File: src/design/ofb_pkg.sv
`default_nettype none
package ofb_pkg;

  localparam int CFG_IDX_W  = 3;
  localparam int CFG_DATA_W = 29;

  typedef enum logic [CFG_IDX_W-1:0] {
    CFG_FALLBACK_X  = 3'd0,
    CFG_FALLBACK_Y  = 3'd1,
    CFG_FALLBACK_Z  = 3'd2,
    CFG_ZERO_THR    = 3'd3,
    CFG_PARALLEL_THR = 3'd4
  } ofb_cfg_idx_t;

  localparam logic [15:0] FALLBACK_X_RST   = 16'h0000;
  localparam logic [15:0] FALLBACK_Y_RST   = 16'h4000;
  localparam logic [15:0] FALLBACK_Z_RST   = 16'h0000;
  localparam logic [15:0] ZERO_THR_RST     = 16'd1;
  localparam logic [28:0] PARALLEL_THR_RST = 29'd26844;

  typedef logic [2:0][31:0] ofb_vec32_t;
  typedef logic [2:0][15:0] ofb_vec16_t;

  typedef struct packed {
    logic signed [31:0] dir_x;
    logic signed [31:0] dir_y;
    logic signed [31:0] dir_z;
  } ofb_in_t;

  typedef struct packed {
    logic signed [15:0] fwd_x;
    logic signed [15:0] fwd_y;
    logic signed [15:0] fwd_z;
    logic signed [15:0] rgt_x;
    logic signed [15:0] rgt_y;
    logic signed [15:0] rgt_z;
    logic signed [15:0] upv_x;
    logic signed [15:0] upv_y;
    logic signed [15:0] upv_z;
    logic               forward_fell_back;
    logic               right_fell_back;
    logic               used_x_axis;
  } ofb_out_t;

  typedef struct packed {
    ofb_vec16_t fwd;
    logic       ffb;
    logic       usedx;
  } ofb_tag_t;

  function automatic logic [15:0] sat16(input logic signed [33:0] v);
    if (v > 34'sd32767) begin
      return 16'h7fff;
    end else if (v < -34'sd32768) begin
      return 16'h8000;
    end else begin
      return v[15:0];
    end
  endfunction

endpackage
`default_nettype wire

File: src/design/ofb_upv.sv
`default_nettype none
module ofb_upv
  import ofb_pkg::*;
(
  input  logic       clk,
  input  logic       rst,
  input  logic       in_valid,
  input  ofb_vec16_t rgt,
  input  logic       rfb,
  input  ofb_tag_t   tag,
  output logic       done,
  output ofb_out_t   result
);

  logic                    v1;
  ofb_vec16_t              r1;
  logic                    rfb1;
  ofb_tag_t                tag1;
  logic signed [5:0][31:0] p;

  always_ff @(posedge clk) begin
    if (rst) begin
      v1 <= 1'b0;
    end else begin
      v1 <= in_valid;
    end
    r1   <= rgt;
    rfb1 <= rfb;
    tag1 <= tag;
    p[0] <= 32'($signed(rgt[1]) * $signed(tag.fwd[2]));
    p[1] <= 32'($signed(rgt[2]) * $signed(tag.fwd[1]));
    p[2] <= 32'($signed(rgt[2]) * $signed(tag.fwd[0]));
    p[3] <= 32'($signed(rgt[0]) * $signed(tag.fwd[2]));
    p[4] <= 32'($signed(rgt[0]) * $signed(tag.fwd[1]));
    p[5] <= 32'($signed(rgt[1]) * $signed(tag.fwd[0]));
  end

  logic signed [32:0] dx;
  logic signed [32:0] dy;
  logic signed [32:0] dz;

  always_comb begin
    dx = $signed({p[0][31], p[0]}) - $signed({p[1][31], p[1]});
    dy = $signed({p[2][31], p[2]}) - $signed({p[3][31], p[3]});
    dz = $signed({p[4][31], p[4]}) - $signed({p[5][31], p[5]});
  end

  always_ff @(posedge clk) begin
    if (rst) begin
      done <= 1'b0;
    end else begin
      done <= v1;
    end
    result.fwd_x             <= tag1.fwd[0];
    result.fwd_y             <= tag1.fwd[1];
    result.fwd_z             <= tag1.fwd[2];
    result.rgt_x             <= r1[0];
    result.rgt_y             <= r1[1];
    result.rgt_z             <= r1[2];
    result.upv_x             <= sat16(34'(dx >>> 14));
    result.upv_y             <= sat16(34'(dy >>> 14));
    result.upv_z             <= sat16(34'(dz >>> 14));
    result.forward_fell_back <= tag1.ffb;
    result.right_fell_back   <= rfb1;
    result.used_x_axis       <= tag1.usedx;
  end

endmodule
`default_nettype wire

File: config.mk
export PLATFORM = sky130hd
export DESIGN_NAME = ofb_upv
export DESIGN_NICKNAME = d
export VERILOG_FILES = /design/src/design/ofb_pkg.sv /design/src/design/ofb_upv.sv
export SDC_FILE = /design/constraint.sdc
export NUM_CORES = 2
export LEC_CHECK = 0
export BUFFER_PORTS_ARGS = -buffer_cell sky130_fd_sc_hd__buf_2
export CORE_ASPECT_RATIO = 1.2
export CORE_MARGIN = 2
export CORE_UTILIZATION = 50
export DETAILED_ROUTE_END_ITERATION = 6
export PLACE_DENSITY_LB_ADDON = 0.1
export SLEW_MARGIN = 10
export SYNTH_ARGS = -nofsm -noshare
export SYNTH_HDL_FRONTEND = slang
export SYNTH_SLANG_ARGS = --single-unit
export TNS_END_PERCENT = 30
File: constraint.sdc
create_clock -name clk -period 8.4 [get_ports clk]
set_input_delay 0.84 -clock clk [delete_from_list [all_inputs] [get_ports clk]]
set_output_delay 0.84 -clock clk [all_outputs]
set_load 0.1 [all_outputs]
==> flow_summary.yaml <==
detailed_routing:
  avgRoutedWirePerCell_um: 19.65
  wl_met3_um: 7641
  ant_nets: 0
  via_per_inst: 5.118
  drt_iter0_markers: 2175
  dr.max_layer_used: "met5"
  wirelength_um: 185900
  first_pass_iters: 5
  drc: 0
  wl_met1_um: 75350
  num_vias: 48430
  met2WireLength_um: 94190
worst_setup_path:
  end_kind: "flip-flop"
  path_max_fanout: 18
  r2r_start: "p[39]$_DFF_P_"
  reg2reg_to: "result[45]$_SDFF_PN1_"
  reg2reg_slack_ns: 4.48
  cp-start-kind: "input port"
  cp.arrival_ns: 7.49
  worstRegToRegCells: 14
  cp.required_ns: 8.98
  path_class: "input port to flip-flop"
timing:
  slew_viol_final: 0
  hold_violations: 0
  max_clock_freq_mhz: 144.7
  fin_ws_ns: 1.490
  period_minus_slack_ns: 6.910
  min_period_over_period: 0.8227
  skew_ns: 0.03326
  tns_ns: 0
  setup_viol: 0
  relSlewSlack: 0.3743
  grt_setup_unrepaired: "no"
  tightest_slew_ns: 0.9386
clock_network:
  root_buffer: "clkbuf_16"
  hold_buffers: 0
  cts_buffers: 52
  tritoncts: "done"
  clockBufferDepth: 3
  cts_sinks: 440
  clk_pin_slew_worst_paths_ns: 0.06
  post-cts-setup-buffers: 0
  htree_levels: 2
  clk_latency_ns: 0.70
  cts_resized: 0
placed_design:
  gp_congestion: 0.8981
  io_buffers: 249
  dpl.hpwl_um: 150700
  post-place-ws_ns: 0.8217
  dp.cells: 9365
layout:
  drive_gt1_frac: 0.06072
  final_common_cell: "inv_1"
  fin_util: 0.5391
  final_nets: 9842
  synthToLayoutAreaGrowth_pct: 6.926
  fin_cells: 9462
  final_cell_mix: "inv_1, fa_1, nand2_1, and2_1, ha_1"
die:
  io_pins: 250
  rows: 151
  initial_core_util: 0.5042
  dieWidth_um: 348.4
  dieArea_um2: 145400
  chipHeight_um: 417.3
  fp.coreArea_um2: 141100
synth:
  synth-async-reset-ratio: 0
  ys.flop_type: "dfxtp_1"
  synth_top_cell_area_share: 0.4423
  synth.area.top_cells: "fa_1, dfxtp_1, ha_1"
  yosys_warnings: 0
  syn_area_um2: 71160
  postSynthCellCount: 7487
  synth_seq_area_share: 0.1238
  synth-edff-count: 0
  yosys.area.top_type: "fa_1"
  synth_cell_types: 72
  syn_avg_cell_area_um2: 9.504
  ys_ff_latch: 440
  syn_nets: 9746
grt:
  antenna_found_initial: 8
  overflow: 0
  first_global_vias: 53720
  grt_usage: 0.2685
  grt_pass1_wl_um: 300200
  grt_max_degree: 34
hold_path:
  hold_start: "tag[1]"
  worstHoldEndpoint: "tag1[1]$_DFF_P_"
  holdPathStages: 1
  hold_path.class: "input port to flip-flop"
run:
  drv_cap: 0
status:
  outcome: "finished, final reports clean"
## worst max path at each step
stage | slack (ns) | to | startpoint | cells after the start
final | 1.49 | p[126]$_DFF_P_ | rgt[15] | 24
after CTS | 1.57 | p[126]$_DFF_P_ | rgt[15] | 24
after floorplan | 1.73 | p[63]$_DFF_P_ | rgt[43] | 23
after global routing | 1.08 | p[190]$_DFF_P_ | tag[4] | 24
after global placement | 0.89 | p[30]$_DFF_P_ | rgt[26] | 24
after detailed placement | 0.82 | p[126]$_DFF_P_ | rgt[15] | 24
## state kept, by name, indices dropped and copies added, names as in the netlist
| name | count |
|---|---|
| rfb1 | 1 |
| r1 | 48 |
| done | 1 |
| tag1 | 50 |
| v1 | 1 |
| p | 192 |
| result | 147 |
## cells by family (layout without fill, tap and decap cells)
group,Yosys count,after routing,share of synthesized area
buffers and inverters,2148,2286,0.1136
muxes,3,3,0.0004396
and+or+nand+nor,1885,1885,0.1310
DFF,440,440,0.1238
adders and majority gates,2157,2157,0.5451
other,0,1,0
xor gates and xnor gates,258,258,0.03176
AOI/OAI and AO/OA,596,596,0.05433
## synth_stat cells, drive strengths merged (44+ instances only)
cell type and instances:
dfxtp 440, nand2b 44, o21ai 115, ha 585, nand2 820, a21oi 193, clkbuf 282, xor2 58
and2 735, o21bai 58, inv 1856, fa 1572, nor2 148, xnor2 200, a21o 107
## area by class of cell
cell class,count,area [um^2]
well taps,1836,2297
inverters,1857,6970
clock buffers,57,1350
multi-input cells,4899,54270
repair buffers,333,1877
clock inverters,39,511.7
flip-flops and latches,440,8808
diodes,1,2.502
fillers,12870,65050
## metal layers
| metal | up-vias | global-route usage |
|---|---|---|
| met4 | 2 | 0.1078 |
| li1 | 22090 | - |
| met2 | 1043 | 0.4755 |
| met3 | 293 | 0.02896 |
| met5 | - | 0.004684 |
| met1 | 25000 | 0.3346 |
## metrics by stage
step                      hold WS [ns]  instance area (um^2)
after floorplan                 0.3096                 71160
after global placement          0.3097                 74220
after detailed placement        0.3121                 74220
after CTS                       0.2175                 76080
after global routing            0.2404                 76080
final                           0.2706                 76080
## critical path, stage by stage
cell and delay, ns:
buf_2 0.42, buf_4 0.34, nand2_1 0.13, inv_1 0.18
fa_1 0.55, fa_1 0.58, fa_1 0.45, fa_1 0.52
fa_1 0.49, inv_1 0.05, fa_1 0.47, inv_1 0.04
ha_1 0.34, a21o_1 0.18, a21oi_1 0.14, nor2_1 0.06
o21ai_0 0.16, a21oi_1 0.09, o21ai_0 0.16, nand2b_1 0.07
a21o_1 0.19, o41ai_1 0.69, nand3_1 0.16, o211ai_1 0.16
Power is left out: the tool's default activity adds up to more than one toggle a clock period on the data nets, which glitch-free logic cannot reach.
