$ cat src/design/ofb_pkg.sv
`default_nettype none
package ofb_pkg;

  localparam int CFG_IDX_W  = 3;
  localparam int CFG_DATA_W = 29;

  typedef enum logic [CFG_IDX_W-1:0] {
    CFG_FALLBACK_X  = 3'd0,
    CFG_FALLBACK_Y  = 3'd1,
    CFG_FALLBACK_Z  = 3'd2,
    CFG_ZERO_THR    = 3'd3,
    CFG_PARALLEL_THR = 3'd4
  } ofb_cfg_idx_t;

  localparam logic [15:0] FALLBACK_X_RST   = 16'h0000;
  localparam logic [15:0] FALLBACK_Y_RST   = 16'h4000;
  localparam logic [15:0] FALLBACK_Z_RST   = 16'h0000;
  localparam logic [15:0] ZERO_THR_RST     = 16'd1;
  localparam logic [28:0] PARALLEL_THR_RST = 29'd26844;

  typedef logic [2:0][31:0] ofb_vec32_t;
  typedef logic [2:0][15:0] ofb_vec16_t;

  typedef struct packed {
    logic signed [31:0] dir_x;
    logic signed [31:0] dir_y;
    logic signed [31:0] dir_z;
  } ofb_in_t;

  typedef struct packed {
    logic signed [15:0] fwd_x;
    logic signed [15:0] fwd_y;
    logic signed [15:0] fwd_z;
    logic signed [15:0] rgt_x;
    logic signed [15:0] rgt_y;
    logic signed [15:0] rgt_z;
    logic signed [15:0] upv_x;
    logic signed [15:0] upv_y;
    logic signed [15:0] upv_z;
    logic               forward_fell_back;
    logic               right_fell_back;
    logic               used_x_axis;
  } ofb_out_t;

  typedef struct packed {
    ofb_vec16_t fwd;
    logic       ffb;
    logic       usedx;
  } ofb_tag_t;

  function automatic logic [15:0] sat16(input logic signed [33:0] v);
    if (v > 34'sd32767) begin
      return 16'h7fff;
    end else if (v < -34'sd32768) begin
      return 16'h8000;
    end else begin
      return v[15:0];
    end
  endfunction

endpackage
`default_nettype wire

$ cat src/design/ofb_rgt.sv
`default_nettype none
module ofb_rgt
  import ofb_pkg::*;
(
  input  logic        clk,
  input  logic        rst,
  input  logic        in_valid,
  input  ofb_vec16_t  fwd,
  input  logic        ffb,
  input  logic [28:0] par_thr,
  output logic        out_valid,
  output ofb_vec32_t  rq,
  output ofb_tag_t    out_tag
);

  logic        v1;
  ofb_vec16_t  f1;
  logic        ffb1;
  logic [31:0] sa;
  logic [31:0] sb;

  always_ff @(posedge clk) begin
    if (rst) begin
      v1 <= 1'b0;
    end else begin
      v1 <= in_valid;
    end
    f1   <= fwd;
    ffb1 <= ffb;
    sa   <= 32'($signed(fwd[1]) * $signed(fwd[1]));
    sb   <= 32'($signed(fwd[0]) * $signed(fwd[0]));
  end

  logic [31:0]      dot;
  logic             usedx;
  logic [2:0][16:0] rawr;

  always_comb begin
    dot   = sa + sb;
    usedx = dot < {3'b0, par_thr};
    if (usedx) begin
      rawr[0] = '0;
      rawr[1] = {f1[2][15], f1[2]};
      rawr[2] = 17'(-$signed({f1[1][15], f1[1]}));
    end else begin
      rawr[0] = {f1[1][15], f1[1]};
      rawr[1] = 17'(-$signed({f1[0][15], f1[0]}));
      rawr[2] = '0;
    end
  end

  always_ff @(posedge clk) begin
    if (rst) begin
      out_valid <= 1'b0;
    end else begin
      out_valid <= v1;
    end
    out_tag.fwd   <= f1;
    out_tag.ffb   <= ffb1;
    out_tag.usedx <= usedx;
    for (int i = 0; i < 3; i++) begin
      rq[i] <= {{13{rawr[i][16]}}, rawr[i], 2'b00};
    end
  end

endmodule
`default_nettype wire

$ cat config.mk
export PLATFORM = sky130hd
export DESIGN_NAME = ofb_rgt
export DESIGN_NICKNAME = d
export VERILOG_FILES = /design/src/design/ofb_pkg.sv /design/src/design/ofb_rgt.sv
export SDC_FILE = /design/constraint.sdc
export NUM_CORES = 1
export LEC_CHECK = 0
export ABC_CLOCK_PERIOD_IN_PS = 8210
export BUFFER_PORTS_ARGS = -buffer_cell sky130_fd_sc_hd__buf_2
export CAP_MARGIN = 30
export CORE_ASPECT_RATIO = 1.4
export CORE_MARGIN = 1.5
export CORE_UTILIZATION = 40
export DETAILED_ROUTE_END_ITERATION = 10
export SETUP_SLACK_MARGIN = 0.2
export SYNTH_ARGS = -nofsm -noshare
export SYNTH_HDL_FRONTEND = slang
export SYNTH_SLANG_ARGS = --single-unit
$ cat constraint.sdc
create_clock -name clk -period 8.21 [get_ports clk]
set_input_delay 1.642 -clock clk [delete_from_list [all_inputs] [get_ports clk]]
set_output_delay 1.642 -clock clk [all_outputs]
set_load 0.02 [all_outputs]
==> flow_summary.yaml, run 1 <==
die:
  ioPinCount: 228
  die-width_um: 217
  die-area_sq_mm: 0.0655
  coreArea_sq_mm: 0.0631
  initial_core_util: 0.405
  num_rows: 109
  die_h_um: 302
run:
  maxCapViolations: 0
critical_path:
  end_kind: "flop"
  required_ns: 8.59
  critPathKind: "in2reg"
  worstPathMaxFanout: 19
  cp.arrival_ns: 7.94
  cp-start-kind: "input port"
clock_network:
  cts_tree: "yes"
  clk_path_buf_depth: 3
  cts.sinks: 211
  insertion_delay_ns: 0.54
  holdBufCountCts: 0
  cts_root_buffer: "clkbuf_16"
  clk_pin_slew_worst_paths_ns: 0.07
  h-tree-depth: 1
  numCtsBuffers: 21
  post_cts_buffers: 0
route:
  first_iter_violations: 834
  antenna_left: 0
  dr_total_vias: 17871
  drt_pre_antenna_iters: 5
  wl_per_cell_um: 16.5
  drc: 0
  wl_mm: 60.6
  via_per_inst: 4.86
sta:
  fmax_mhz: 132
  fin_skew_ns: 0.0286
  tightest_slew_ns: 0.760
  slew_viol_final: 0
  finalHoldViolCount: 0
  slew_headroom: 0.488
  fin_tns_setup_ns: 0
  period_needed_ns: 7.55
  setup_viol: 0
  rsz0062_at_grt: "no"
  finalCritPeriodShare: 0.920
synthesis:
  synth_seq_cells: 211
  syn_inst: 2664
  async_flop_share: 0
  seq_area_frac_synth: 0.165
  syn_area_sq_mm: 0.0256
  synth_edf_count: 0
  yosysTopAreaCellShare: 0.367
  yosysWarnings: 0
  synth_area_leaders: "fa_1, dfxtp_1, ha_1, inv_1, xnor2_1"
  synth_top_area_cell: "fa_1"
  synth_ff_type: "dfxtp_1"
  yosysUniqueCellTypes: 65
  synth_area_per_cell_sq_um: 9.60
grt:
  grt_pass1_wl_mm: 99.4
  grt_max_degree: 36
  grt-ovfl-total: 0
  grt_antenna_before_repair: 4
  grt_pass1_vias: 19695
  track_usage: 0.192
placed_design:
  dpl.hpwl_mm: 51.8
  port_buffers: 221
  gp_congestion: 0.877
final_layout:
  layout-drive-gt1-share: 0.112
  fin_nets: 3617
  area_delta_synth_final_pct: 9.36
min_path:
  holdCritPathClass: "reg2reg"
run_status:
  status: "finished clean"
[worst paths after layout]
kind | start | endpoint | slack (ns) | cells past startpoint
setup reg to reg | sb[4]$_DFF_P_ | rq[34]$_DFF_P_ | 2.81 | 16
setup / recovery | fwd[9] | sb[30]$_DFF_P_ | 0.66 | 20
hold reg to reg | ffb1$_DFF_P_ | out_tag[1]$_DFF_P_ | 0.34 | 0
hold / removal | ffb1$_DFF_P_ | out_tag[1]$_DFF_P_ | 0.34 | 0
[per-stage QoR]
stage	cell area (sq um)	cells	hold WS, ns	worst slack [ns]	utilization
detailed placement	27300	3636	0.330	0.0943	0.432
global route	28000	3675	0.353	0.264	0.443
floorplan	25600	2669	0.310	0.421	-
finish	28000	3675	0.338	0.656	0.443
CTS	28000	3674	0.348	0.657	0.443
global placement	27300	3636	0.316	0.451	0.432
[critical path, stage by stage]
cell,delay [ns]
buf_2,0.36
nand2_1,0.18
fa_1,0.54
fa_1,0.53
fa_1,0.52
inv_1,0.06
fa_1,0.50
fa_1,0.49
inv_1,0.05
fa_1,0.47
inv_1,0.04
ha_1,0.32
a21oi_1,0.15
o221ai_1,0.17
and2_1,0.21
a31oi_1,0.19
o21ai_0,0.27
a2111oi_1,0.59
nor3_1,0.17
o311ai_0,0.48
[synthesized netlist by cell type (46+ instances only)]
| library cell | count |
|---|---|
| inv_1 | 684 |
| clkbuf_1 | 49 |
| nor2_1 | 127 |
| ha_1 | 240 |
| and2_1 | 102 |
| buf_4 | 46 |
| xnor2_1 | 95 |
| fa_1 | 469 |
| o21ai_0 | 48 |
| nand2_1 | 177 |
| a21oi_1 | 71 |
| dfxtp_1 | 211 |
[what timing repair did]
| action | 4_1_cts | 5_1_grt |
|---|---|---|
| hold endpoints to repair | 0 | 0 |
| resized for setup | 0 | 1 |
| endpoints found under the setup margin | 0 | 1 |
[state kept, by name, indices dropped and copies added (netlist names)]
register,cells
out_tag,50
v1,1
rq,50
sa,31
sb,31
f1,46
ffb1,1
out_valid,1
[cell usage in the layout (no fill, tap or decap), drive strengths merged, types with 4 or more instances in the layout]
cell type / instances
or3: 9
nand2: 177
clkinv: 6
a31o: 12
o21a: 14
or4: 7
fa: 469
or2: 4
o21ai: 52
ha: 240
dfxtp: 211
clkbuf: 26
o21bai: 13
nand3: 25
a211o: 4
inv: 686
a21oi: 71
a31oi: 7
xnor2: 95
xor2: 39
a21o: 30
buf: 238
conb: 6
nor2b: 15
o221ai: 4
mux2: 18
and3: 16
a2111oi: 6
a211oi: 14
and2: 102
nand2b: 17
nor4: 8
nand4: 5
o211ai: 8
nor3: 28
nor2: 127
[cell families (layout without fill, tap and decap cells)]
| logic type | count (synthesis) | count (layout) | synth area share |
|---|---|---|---|
| buf+inv | 787 | 960 | 0.124 |
| fa+ha+maj | 709 | 709 | 0.485 |
| simple gates | 549 | 549 | 0.103 |
| compound gates | 253 | 253 | 0.0663 |
| flops | 211 | 211 | 0.165 |
| xor+xnor | 134 | 134 | 0.0459 |
| mux | 20 | 20 | 0.0109 |
| other cells | 1 | 7 | 0.000147 |
[area by class of cell]
| type | count | area, sq um |
|---|---|---|
| clock buffers | 26 | 584 |
| inverters | 684 | 2570 |
| diodes | 1 | 2.50 |
| repair buffers | 238 | 1230 |
| clock inverters | 12 | 110 |
| multi-input cells | 1671 | 18200 |
| well taps | 832 | 1040 |
| fillers | 6139 | 35200 |
| flip-flops and latches | 211 | 4220 |
[metal layers]
layer,global-route usage,vias to the layer above,share of wire
met3,0.0149,127,0.034
met5,0,-,0
li1,-,8327,-
met1,0.216,9028,0.37
met2,0.370,389,0.55
met4,0.0818,0,0.046
Power of run 1 is not shown: default switching activity piles up to over one toggle a cycle in this logic, so the estimate is an artifact.
==> inputs of run 2 (changes only) <==
Settings changed: CELL_PAD_IN_SITES_DETAIL_PLACEMENT set to 0, CELL_PAD_IN_SITES_GLOBAL_PLACEMENT set to 1, PLACE_DENSITY_LB_ADDON set to 0.1.
==> run 2 against run 1 <==
Critical endpoint unchanged. Worst hold slack worse by 0.0081 ns. Cell area up 1.0%. Non-clock buffer count up 17. Sequential share of layout area down 0.15 points. Via count down 3.5%. Cell count up 0.68%. Clock-buffer cell count up 6. Wire length up 1.6%. Register-to-register slack better by 0.32 ns.
==> flow_summary.yaml, run 2 (synthesized netlist as in run 1, its figures left out) <==
final_layout:
  final_common_cell: "inv_1"
  fin_nets: 3639
  layout-drive-gt1-share: 0.119
  multi_input_area_sq_mm: 0.0182
  area_delta_synth_final_pct: 10.5
  register_area_sq_mm: 0.00422
  n_antenna_cell: 0
  stdcell_count: 3700
  final_cell_mix: "inv_1, fa_1, ha_1"
  reg.largest.list: "out_tag: 50 flops, rq: 50 flops, f1: 46 flops"
  nFillCells: 6239
route:
  via_per_inst: 4.66
  antenna_left: 0
  drc: 0
  dr_total_vias: 17242
  wl_mm: 61.6
  drt_pre_antenna_iters: 6
  wl_per_cell_um: 16.6
  first_iter_violations: 596
clock_network:
  cts.sinks: 211
  numCtsBuffers: 26
  cts_tree: "yes"
  clk_path_buf_depth: 3
  cts_root_buffer: "clkbuf_16"
  holdBufCountCts: 0
  post_cts_buffers: 0
  post_cts_resized: 0
  h-tree-depth: 1
  insertion_delay_ns: 0.55
  clk_pin_slew_worst_paths_ns: 0.06
die:
  die_h_um: 302
  initial_core_util: 0.405
  die-width_um: 217
  ioPinCount: 228
  coreArea_sq_mm: 0.0631
  num_rows: 109
  die-area_sq_mm: 0.0655
sta:
  period_needed_ns: 7.32
  hold_slack_ns: 0.329
  tightest_slew_ns: 0.687
  fin_skew_ns: 0.0252
  rsz0062_at_grt: "no"
  fmax_mhz: 137
  slew_headroom: 0.542
  finalHoldViolCount: 0
  setup_viol: 0
  fin_tns_setup_ns: 0
  slew_viol_final: 0
  finalCritPeriodShare: 0.891
grt:
  grt_pass1_vias: 18962
  grt-ovfl-total: 0
  top_usage_layer: "met2"
  met1_usage: 0.232
  use_met3: 0.0166
  grt_pass1_wl_mm: 100
  grt_antenna_before_repair: 0
  grt_max_degree: 52
  met2_usage: 0.366
  track_usage: 0.194
min_path:
  holdCritPathClass: "reg2reg"
placed_design:
  gp_congestion: 0.864
  port_buffers: 221
  dp_cells: 3653
  dpl.hpwl_mm: 53.8
critical_path:
  worstPathMaxFanout: 16
  end_kind: "flop"
  critPathKind: "in2reg"
  required_ns: 8.64
  cp-start-kind: "input port"
  cp.arrival_ns: 7.74
run:
  maxCapViolations: 0
run_status:
  status: "finished clean"
run 2: cell type report:
cell class | instances | share of cell area
Sequential cell | 211 | 0.150
Timing Repair Buffer | 255 | 0.0482
Clock inverter | 15 | 0.00518
Multi-Input combinational cell | 1671 | 0.644
Tap cell | 832 | 0.0369
Inverter | 684 | 0.0909
Clock buffer | 32 | 0.0249
run 2: worst max-delay path, stage by stage:
cell and delay [ns]:
buf_2 0.35, nand2_1 0.18, fa_1 0.53, fa_1 0.52, fa_1 0.51, inv_1 0.05
fa_1 0.49, fa_1 0.50, inv_1 0.05, fa_1 0.47, inv_1 0.04, ha_1 0.32
a21oi_1 0.19, o221ai_1 0.18, and2_1 0.21, a31oi_1 0.20, o21ai_0 0.17, a2111oi_0 0.61
nor3_1 0.18, o311ai_0 0.33
run 2: stage by stage:
step / area, sq um / worst slack, ns / utilization
floorplan: 25600 / 0.421 / -
global placement: 27400 / 0.389 / 0.434
detailed placement: 27400 / 0.313 / 0.434
CTS: 28200 / 0.847 / 0.447
global route: 28200 / 0.495 / 0.447
finish: 28200 / 0.895 / 0.447
run 2: final timing paths:
path | startpoint | to | slack, ns | cells after the start
max | fwd[9] | sb[30]$_DFF_P_ | 0.89 | 20
min reg2reg | ffb1$_DFF_P_ | out_tag[1]$_DFF_P_ | 0.33 | 0
min | ffb1$_DFF_P_ | out_tag[1]$_DFF_P_ | 0.33 | 0
max reg2reg | sa[4]$_DFF_P_ | rq[34]$_DFF_P_ | 3.13 | 16
run 2: per-layer routing:
layer  up-vias  part of all wire
met5         -                 0
met4         0             0.033
met3        96             0.026
met2       238              0.54
met1      8534              0.40
li1       8374                 -
Power of run 2 is left out for the same reason.
